**config.mk**
```make
export PLATFORM = sky130hd
export DESIGN_NAME = periodic_task_table_scheduler
export DESIGN_NICKNAME = d
export VERILOG_FILES = /design/src/hdl/ptts_pkg.sv /design/src/hdl/ptts_table.sv /design/src/hdl/periodic_task_table_scheduler.sv
export SDC_FILE = /design/constraint.sdc
export NUM_CORES = 2
export LEC_CHECK = 0
export ABC_AREA = 1
export ABC_CLOCK_PERIOD_IN_PS = 8000
export BUFFER_PORTS_ARGS = -buffer_cell sky130_fd_sc_hd__clkbuf_2
export CAP_MARGIN = 10
export CORE_MARGIN = 5
export CORE_UTILIZATION = 35
export DETAILED_ROUTE_END_ITERATION = 12
export PLACE_DENSITY_LB_ADDON = 0.1
export SLEW_MARGIN = 10
export SYNTH_ARGS = -nofsm -noshare
export SYNTH_HDL_FRONTEND = slang
export SYNTH_HIERARCHICAL = 1
export SYNTH_SLANG_ARGS = --single-unit
```
**constraint.sdc**
```tcl
create_clock -name clk -period 8 [get_ports clk]
set_input_delay 0.4 -clock clk [delete_from_list [all_inputs] [get_ports clk]]
set_output_delay 0.4 -clock clk [all_outputs]
set_load 0.01 [all_outputs]
```
**src/hdl/ptts_pkg.sv**
```systemverilog
// Shared constants, codes and slot table types of the periodic task scheduler.
package ptts_pkg;

	localparam int SLOTS = 16;
	localparam int SLOT_W = (SLOTS > 1) ? $clog2(SLOTS) : 1;
	localparam logic [SLOT_W-1:0] LAST_SLOT = SLOT_W'(SLOTS - 1);
	localparam logic [7:0] AGE_MAX = 8'hFF;

	typedef enum logic [2:0] {
		ACT_TICK     = 3'd0,
		ACT_ADD      = 3'd1,
		ACT_REMOVE   = 3'd2,
		ACT_DISPATCH = 3'd3,
		ACT_SET_TIME = 3'd4
	} action_t;

	typedef enum logic [2:0] {
		ST_OK       = 3'd0,
		ST_DUP      = 3'd1,
		ST_FULL     = 3'd2,
		ST_NOTFOUND = 3'd3,
		ST_NONE     = 3'd4
	} status_t;

	// Contents of the addressed slot as seen by the sequencer.
	typedef struct packed {
		logic        used;
		logic        pend;
		logic [7:0]  id;
		logic [31:0] param;
		logic [15:0] period;
		logic [15:0] cnt;
		logic [7:0]  age;
	} slot_t;

	// Write command to the slot that the table index addresses.
	typedef struct packed {
		logic              wr_used;
		logic              used;
		logic              wr_pend;
		logic              pend;
		logic              wr_cnt;
		logic [15:0]       cnt;
		logic              wr_age;
		logic [7:0]        age;
		logic              wr_data;
		logic [7:0]        id;
		logic [31:0]       param;
		logic [15:0]       period;
	} slot_wr_t;

endpackage

```
**src/hdl/ptts_table.sv**
```systemverilog
// Slot table of the periodic task scheduler: one shared read and write port.
module ptts_table import ptts_pkg::*; (
	input  logic              clk,
	input  logic              arst_n,
	input  logic [SLOT_W-1:0] idx,
	input  slot_wr_t          wr,
	output slot_t             rd
);

	logic [SLOTS-1:0] used_q;
	logic [SLOTS-1:0] pend_q;
	logic [7:0]       id_q     [SLOTS];
	logic [31:0]      param_q  [SLOTS];
	logic [15:0]      period_q [SLOTS];
	logic [15:0]      cnt_q    [SLOTS];
	logic [7:0]       age_q    [SLOTS];

	// Only the in-use and pending marks need a known value after reset.
	always_ff @(posedge clk or negedge arst_n) begin
		if (!arst_n) begin
			used_q <= '0;
			pend_q <= '0;
		end else begin
			if (wr.wr_used) begin
				used_q[idx] <= wr.used;
			end
			if (wr.wr_pend) begin
				pend_q[idx] <= wr.pend;
			end
		end
	end

	always_ff @(posedge clk) begin
		if (wr.wr_cnt) begin
			cnt_q[idx] <= wr.cnt;
		end
		if (wr.wr_age) begin
			age_q[idx] <= wr.age;
		end
		if (wr.wr_data) begin
			id_q[idx]     <= wr.id;
			param_q[idx]  <= wr.param;
			period_q[idx] <= wr.period;
		end
	end

	always_comb begin
		rd.used   = used_q[idx];
		rd.pend   = pend_q[idx];
		rd.id     = id_q[idx];
		rd.param  = param_q[idx];
		rd.period = period_q[idx];
		rd.cnt    = cnt_q[idx];
		rd.age    = age_q[idx];
	end

endmodule

```
**src/hdl/periodic_task_table_scheduler.sv**
```systemverilog
// Top level of the periodic task scheduler: command sequencer over the slot table.
//
// Channel   Handshake            Word
// --------  -------------------  ---------------------------------------------------
// command   start high, busy low  action, task_id, task_param, task_period,
//                                 first_delay, time_value
// result    done, one cycle       status, out_task_id, out_param, current_time
//
// Every command gives exactly one result word. Set time and unknown actions answer in
// the cycle after acceptance and never raise busy. A tick walks all SLOTS slots. Add,
// remove and dispatch first scan all SLOTS slots and then decide; a duplicate id, a
// full table, a missing id or no pending task is answered from that decision. Else add
// ages the table and writes the new entry, remove and a dispatch of a run-once task
// free the slot with a second pass over all SLOTS slots, and a periodic dispatch
// clears its pending mark. The passes come from the single read and write port of
// the slot table, which the sequencer visits one slot per cycle. Reset empties the table
// and clears the time at once. The receiver cannot stall, so done is a plain strobe.
module periodic_task_table_scheduler import ptts_pkg::*; (
	input  logic        clk,
	input  logic        arst_n,
	input  logic        start,
	output logic        busy,
	input  logic [2:0]  action,
	input  logic [7:0]  task_id,
	input  logic [31:0] task_param,
	input  logic [15:0] task_period,
	input  logic [15:0] first_delay,
	input  logic [31:0] time_value,
	output logic        done,
	output logic [2:0]  status,
	output logic [7:0]  out_task_id,
	output logic [31:0] out_param,
	output logic [31:0] current_time
);

	typedef enum logic [2:0] {
		S_IDLE,
		S_TICK,
		S_SCAN,
		S_DECIDE,
		S_AGE,
		S_FREE,
		S_FIN_ADD,
		S_CLR_PEND
	} state_t;

	state_t            state_q;
	action_t           act_q;
	status_t           status_q;
	logic              done_q;
	logic [31:0]       time_q;
	logic [SLOT_W-1:0] ptr_q;
	logic [SLOT_W-1:0] k_q;
	logic [7:0]        age_k_q;
	logic              found_q;
	logic              dup_q;
	logic              zero_per_q;
	logic [7:0]        tid_q;
	logic [31:0]       param_q;
	logic [15:0]       period_q;
	logic [15:0]       delay_q;
	logic [7:0]        oid_q;
	logic [31:0]       oparam_q;

	logic [SLOT_W-1:0] slot_idx;
	slot_wr_t          wr;
	slot_t             rd;

	logic last_slot;

	assign last_slot = (ptr_q == LAST_SLOT);

	ptts_table u_table (
		.clk    (clk),
		.arst_n (arst_n),
		.idx    (slot_idx),
		.wr     (wr),
		.rd     (rd)
	);

	// During the passes the walk pointer addresses the table; the closing writes of
	// add and dispatch go to the slot found by the scan.
	always_comb begin
		case (state_q)
			S_FIN_ADD, S_CLR_PEND: begin
				slot_idx = k_q;
			end
			default: begin
				slot_idx = ptr_q;
			end
		endcase
	end

	// The one slot update of this cycle.
	always_comb begin
		wr = '0;
		case (state_q)
			S_TICK: begin
				if (rd.used) begin
					wr.wr_cnt = 1'b1;
					if (rd.cnt == 16'd0) begin
						wr.wr_pend = 1'b1;
						wr.pend    = 1'b1;
						wr.cnt     = rd.period;
					end else begin
						wr.cnt = rd.cnt - 16'd1;
					end
				end
			end
			S_AGE: begin
				// The new entry becomes rank zero, so every older one below AGE_MAX moves back.
				if (rd.used && rd.age != AGE_MAX) begin
					wr.wr_age = 1'b1;
					wr.age    = rd.age + 8'd1;
				end
			end
			S_FREE: begin
				// Free the chosen slot and close the gap in the ranks behind it.
				if (ptr_q == k_q) begin
					wr.wr_used = 1'b1;
					wr.used    = 1'b0;
					wr.wr_pend = 1'b1;
					wr.pend    = 1'b0;
				end else if (rd.used && rd.age > age_k_q) begin
					wr.wr_age = 1'b1;
					wr.age    = rd.age - 8'd1;
				end
			end
			S_FIN_ADD: begin
				wr.wr_used = 1'b1;
				wr.used    = 1'b1;
				wr.wr_pend = 1'b1;
				wr.pend    = 1'b0;
				wr.wr_cnt  = 1'b1;
				wr.cnt     = delay_q;
				wr.wr_age  = 1'b1;
				wr.age     = 8'd0;
				wr.wr_data = 1'b1;
				wr.id      = tid_q;
				wr.param   = param_q;
				wr.period  = period_q;
			end
			S_CLR_PEND: begin
				wr.wr_pend = 1'b1;
				wr.pend    = 1'b0;
			end
			default: begin
			end
		endcase
	end

	// Sequencer state, scan results and the registered result word.
	always_ff @(posedge clk or negedge arst_n) begin
		if (!arst_n) begin
			state_q    <= S_IDLE;
			act_q      <= ACT_TICK;
			status_q   <= ST_OK;
			done_q     <= 1'b0;
			time_q     <= '0;
			ptr_q      <= '0;
			k_q        <= '0;
			age_k_q    <= '0;
			found_q    <= 1'b0;
			dup_q      <= 1'b0;
			zero_per_q <= 1'b0;
			tid_q      <= '0;
			param_q    <= '0;
			period_q   <= '0;
			delay_q    <= '0;
			oid_q      <= '0;
			oparam_q   <= '0;
		end else begin
			done_q <= 1'b0;
			case (state_q)
				S_IDLE: begin
					if (start) begin
						act_q      <= action_t'(action);
						tid_q      <= task_id;
						param_q    <= task_param;
						period_q   <= task_period;
						delay_q    <= first_delay;
						ptr_q      <= '0;
						found_q    <= 1'b0;
						dup_q      <= 1'b0;
						zero_per_q <= 1'b0;
						oid_q      <= '0;
						oparam_q   <= '0;
						status_q   <= ST_OK;
						case (action_t'(action))
							ACT_TICK: begin
								time_q  <= time_q + 32'd1;
								state_q <= S_TICK;
							end
							ACT_ADD, ACT_REMOVE, ACT_DISPATCH: begin
								state_q <= S_SCAN;
							end
							ACT_SET_TIME: begin
								time_q <= time_value;
								done_q <= 1'b1;
							end
							default: begin
								done_q <= 1'b1;
							end
						endcase
					end
				end
				S_TICK: begin
					ptr_q <= ptr_q + SLOT_W'(1);
					if (last_slot) begin
						done_q  <= 1'b1;
						state_q <= S_IDLE;
					end
				end
				S_SCAN: begin
					case (act_q)
						ACT_ADD: begin
							if (rd.used && rd.id == tid_q) begin
								dup_q <= 1'b1;
							end
							if (!rd.used && !found_q) begin
								found_q <= 1'b1;
								k_q     <= ptr_q;
							end
						end
						ACT_REMOVE: begin
							if (rd.used && rd.id == tid_q && !found_q) begin
								found_q <= 1'b1;
								k_q     <= ptr_q;
								age_k_q <= rd.age;
							end
						end
						ACT_DISPATCH: begin
							// Keep the youngest pending task; the first one wins a tie.
							if (rd.used && rd.pend && (!found_q || rd.age < age_k_q)) begin
								found_q    <= 1'b1;
								k_q        <= ptr_q;
								age_k_q    <= rd.age;
								oid_q      <= rd.id;
								oparam_q   <= rd.param;
								zero_per_q <= (rd.period == 16'd0);
							end
						end
						default: begin
						end
					endcase
					ptr_q <= ptr_q + SLOT_W'(1);
					if (last_slot) begin
						state_q <= S_DECIDE;
					end
				end
				S_DECIDE: begin
					ptr_q <= '0;
					case (act_q)
						ACT_ADD: begin
							if (dup_q) begin
								status_q <= ST_DUP;
								done_q   <= 1'b1;
								state_q  <= S_IDLE;
							end else if (!found_q) begin
								status_q <= ST_FULL;
								done_q   <= 1'b1;
								state_q  <= S_IDLE;
							end else begin
								state_q <= S_AGE;
							end
						end
						ACT_REMOVE: begin
							if (!found_q) begin
								status_q <= ST_NOTFOUND;
								done_q   <= 1'b1;
								state_q  <= S_IDLE;
							end else begin
								state_q <= S_FREE;
							end
						end
						ACT_DISPATCH: begin
							if (!found_q) begin
								status_q <= ST_NONE;
								done_q   <= 1'b1;
								state_q  <= S_IDLE;
							end else if (zero_per_q) begin
								state_q <= S_FREE;
							end else begin
								state_q <= S_CLR_PEND;
							end
						end
						default: begin
							done_q  <= 1'b1;
							state_q <= S_IDLE;
						end
					endcase
				end
				S_AGE: begin
					ptr_q <= ptr_q + SLOT_W'(1);
					if (last_slot) begin
						state_q <= S_FIN_ADD;
					end
				end
				S_FREE: begin
					ptr_q <= ptr_q + SLOT_W'(1);
					if (last_slot) begin
						done_q  <= 1'b1;
						state_q <= S_IDLE;
					end
				end
				S_FIN_ADD, S_CLR_PEND: begin
					done_q  <= 1'b1;
					state_q <= S_IDLE;
				end
				default: begin
					state_q <= S_IDLE;
				end
			endcase
		end
	end

	assign busy         = (state_q != S_IDLE);
	assign done         = done_q;
	assign status       = status_q;
	assign out_task_id  = oid_q;
	assign out_param    = oparam_q;
	assign current_time = time_q;

endmodule

```
==> metrics <==
status=complete, no violations; fin crit share=0.718; crit path launch type=flop; H-tree depth=4; detailed placement HPWL=106000 um; clock tree buffer depth=3; worst skew pair latency=0.81 ns; Port-buffer cells=186; Syn-to-layout area delta=15.1%; Max Fanout on Critical Path=144; Final setup viols=0; Compound-Gate Fraction of Synth Area=0.0190; Cells after Synth=6828; slew margin rel.=0.180; CTS Buf Count=168; Critical Path AT=6.42 ns; clock sinks=1485; WL final=200000 um; Seq pwr share=0.358; # rows=158; gr ovfl total=0; total negative setup slack=0 ns; vias per cell=4.74; Final Critical Period=5.74 ns; clock root cell=clkbuf_16; Core Footprint=0.185 mm^2; top-area cell type share of the netlist area=0.589; Post-CTS Repair Setup Buffers=0; syn_nets=6951; mux cell area share after synthesis=0; CTS tree=done; Pleak=31.6 nW; CP Class=reg -> reg; Die H=442 um; DR WL/cell=20.7 um; Post-synth EDFFs=1280; largest family of logic cells by synthesized area=simple AND/OR/NAND/NOR gates; clock skew=0.0287 ns; area leader, netlist=edfxtp_1; NumNets Final=7188; worst hold path class=in -> reg; post-CTS sizing=0; XOR/XNOR Fraction of Synth Area=0.00402; initial antenna violation count=4; register area share after synthesis=0.667; Most used DFF post-synth=edfxtp_1; Overall Global Routing Usage=0.200; Logic pwr share=0.344; Synth async-reset ratio=0.138; number of DRC markers in iteration 0=3043; post-synthesis cell area=0.0653 mm^2; Initial Utilization=0.352; CP endpoint kind=flop; Slew @ Worst Pin=1.23 ns; vias in the first global route=44.0k; Synth cell types=50; Switching Power=9.73 mW; IO Pins=187; placer congestion estimate=0.807; die area=0.195 mm^2; R2R Setup Slk=2.26 ns; Hold Vio Cnt, Final=0; Max Slew Vio Count=0; RSZ-0062 raised after global routing=false; first-pass GRT wire length=296000 um; Clk pwr share=0.298; Adder-Cell Fraction of Synth Area=0.00249; pin count of the biggest net entering global routing=184; Net Sw Frac=0.387; fin area=0.0752 mm^2; largest cells by area after synthesis=edfxtp_1 59%, nand2_1 23%, dfrtp_1 7.9%; Post-Synth Simple-Gate Area=0.262; maximum capacitance violations=0; share of cells above drive strength 1=0.0839; syn avg cell area=9.56 um^2; Vias=45.9k; Area after DPL=0.0688 mm^2; # DRC=0; Int Power=15.4 mW; ANT nets after route=0; VDD IR max=0.360 mV; Yosys reg bits=1485; critical path required time=8.68 ns; max frequency=0.174 GHz; Die X=442 um; PD cells=334 mW/mm^2; drt first pass iters=8; synth warn=6; Reg clk slew, reported paths=0.06 ns
-- final cells by class --
| type | instances | area, um^2 |
|---|---|---|
| Sequential cell | 1485 | 43600 |
| Antenna cell | 3 | 7.51 |
| Fill cell | 18315 | 110000 |
| Clock inverter | 72 | 713 |
| Timing Repair Buffer | 388 | 2870 |
| Inverter | 354 | 1380 |
| Clock buffer | 233 | 4570 |
| Multi-Input combinational cell | 4668 | 19000 |
| Tap cell | 2480 | 3100 |
-- power groups by stage --
| stage | sequential (mW) | combinational [mW] | clock, mW |
|---|---|---|---|
| global placement | 9.15 | 8.70 | 0 |
| global route | 9.03 | 9.87 | 8.02 |
| floorplan | 9.07 | 6.13 | 0 |
| finish | 8.99 | 8.65 | 7.50 |
| detailed placement | 9.15 | 8.70 | 0 |
| CTS | 8.99 | 8.78 | 7.71 |
-- cells by family after synthesis --
kind of cell / Yosys count
AND/OR/NAND/NOR: 4406
flip-flops: 1485
buffers and inverters: 675
AO/OA/AOI/OAI: 219
XOR/XNOR: 30
adder cells (fa/ha/maj): 13
-- cell usage in the layout (no fill, tap or decap), types with 9 or more instances in the layout --
cell	count
dlygate4sd3_1	108
clkbuf_2	185
inv_2	9
o21ai_0	126
buf_12	11
buf_4	83
clkinv_1	30
inv_1	335
dfrtp_1	205
edfxtp_1	1280
nor2_4	23
clkbuf_1	56
nor2_2	24
nand3_1	103
bufinv_16	10
o211ai_1	10
xor2_1	21
o21ai_1	17
nand4_1	63
nor3_1	22
nor2_1	167
clkinv_2	18
inv_6	9
o22ai_1	18
nand2_1	3966
clkbuf_16	171
xnor2_1	9
a21oi_1	23
ha_1	13
-- final timing paths --
path                            start          endpoint  depth (start not counted)
max in group asynchronous      arst_n     out_param[22]                          4
min                         action[2]   current_time[3]                          3
min in group asynchronous      arst_n  current_time[23]                          2
max                        state_q[2]        age_k_q[6]                         24
min reg2reg                age_k_q[4]        age_k_q[4]                          2
max reg2reg                state_q[2]        age_k_q[6]                         24
-- critical path: stages, from the launching register on --
cell     delay (ns)
dfrtp_1        0.56
nand2_2        0.18
inv_1          0.26
nand2_1        0.15
o21ai_4        0.13
buf_12         0.66
buf_4          0.79
buf_4          0.84
nand2_1        0.12
nand2_1        0.10
nand2_1        0.05
nand2_1        0.09
inv_1          0.04
nand2_1        0.19
inv_1          0.06
nand2_1        0.07
nand2_1        0.05
inv_1          0.04
nand3_1        0.06
nor2_1         0.13
nand3_1        0.18
a21oi_4        0.37
nand2_4        0.13
nand2_1        0.08
nand2_1        0.06
-- what timing repair did --
item                       CTS  global route
hold endpoints to repair   165             0
hold buffers               108             0
setup endpoints to repair    0             0
-- flip-flops by register name, summed over array words and instances, names as in the netlist, 32 cells and up --
name	flops
param_q	32
current_time	32
u_table/period_q	256
out_param	32
u_table/age_q	128
u_table/id_q	128
u_table/cnt_q	256
u_table/param_q	512
-- per-stage QoR --
| stage | instances | worst slack, ns | utilization | power [mW] | hold WS [ns] |
|---|---|---|---|---|---|
| 4_1_cts | 9680 | 2.20 | 0.405 | 25.5 | 0.0357 |
| 5_1_grt | 9681 | 1.77 | 0.405 | 26.9 | 0.0668 |
| 3_3_place_gp | 9267 | 2.23 | 0.371 | 17.9 | 0.412 |
| 2_1_floorplan | 6828 | 3.51 | - | 15.2 | 0.104 |
| 3_5_place_dp | 9267 | 2.23 | 0.371 | 17.8 | 0.417 |
| 6_report | 9683 | 2.26 | 0.405 | 25.1 | 0.103 |
-- routing by layer --
layer  GRT usage  vias up  wire length [um]
li1            -    22392                 -
met1       0.273    22281             90200
met2       0.334      919             96300
met3      0.0263      275              7990
met4      0.0579        0              5550
met5           0        -                 0
-- synthesized netlist by cell type (4+ instances only) --
master	n
o21ai_0	127
nor2_4	7
a22oi_1	4
nor2_1	199
buf_6	11
ha_1	13
nor4_1	6
nand4_1	63
nor3_1	22
o211ai_1	10
dfrtp_1	205
nor2_2	8
nor3_2	5
clkbuf_1	60
nand3_1	103
inv_1	335
o21ai_1	17
o211ai_2	4
a21oi_1	24
buf_4	21
nand2_1	3967
buf_1	24
inv_2	17
edfxtp_1	1280
nand3_2	5
nand2_2	9
o22ai_1	18
buf_2	205
xnor2_1	9
xor2_1	21
(Power assumes the default switching activity.)
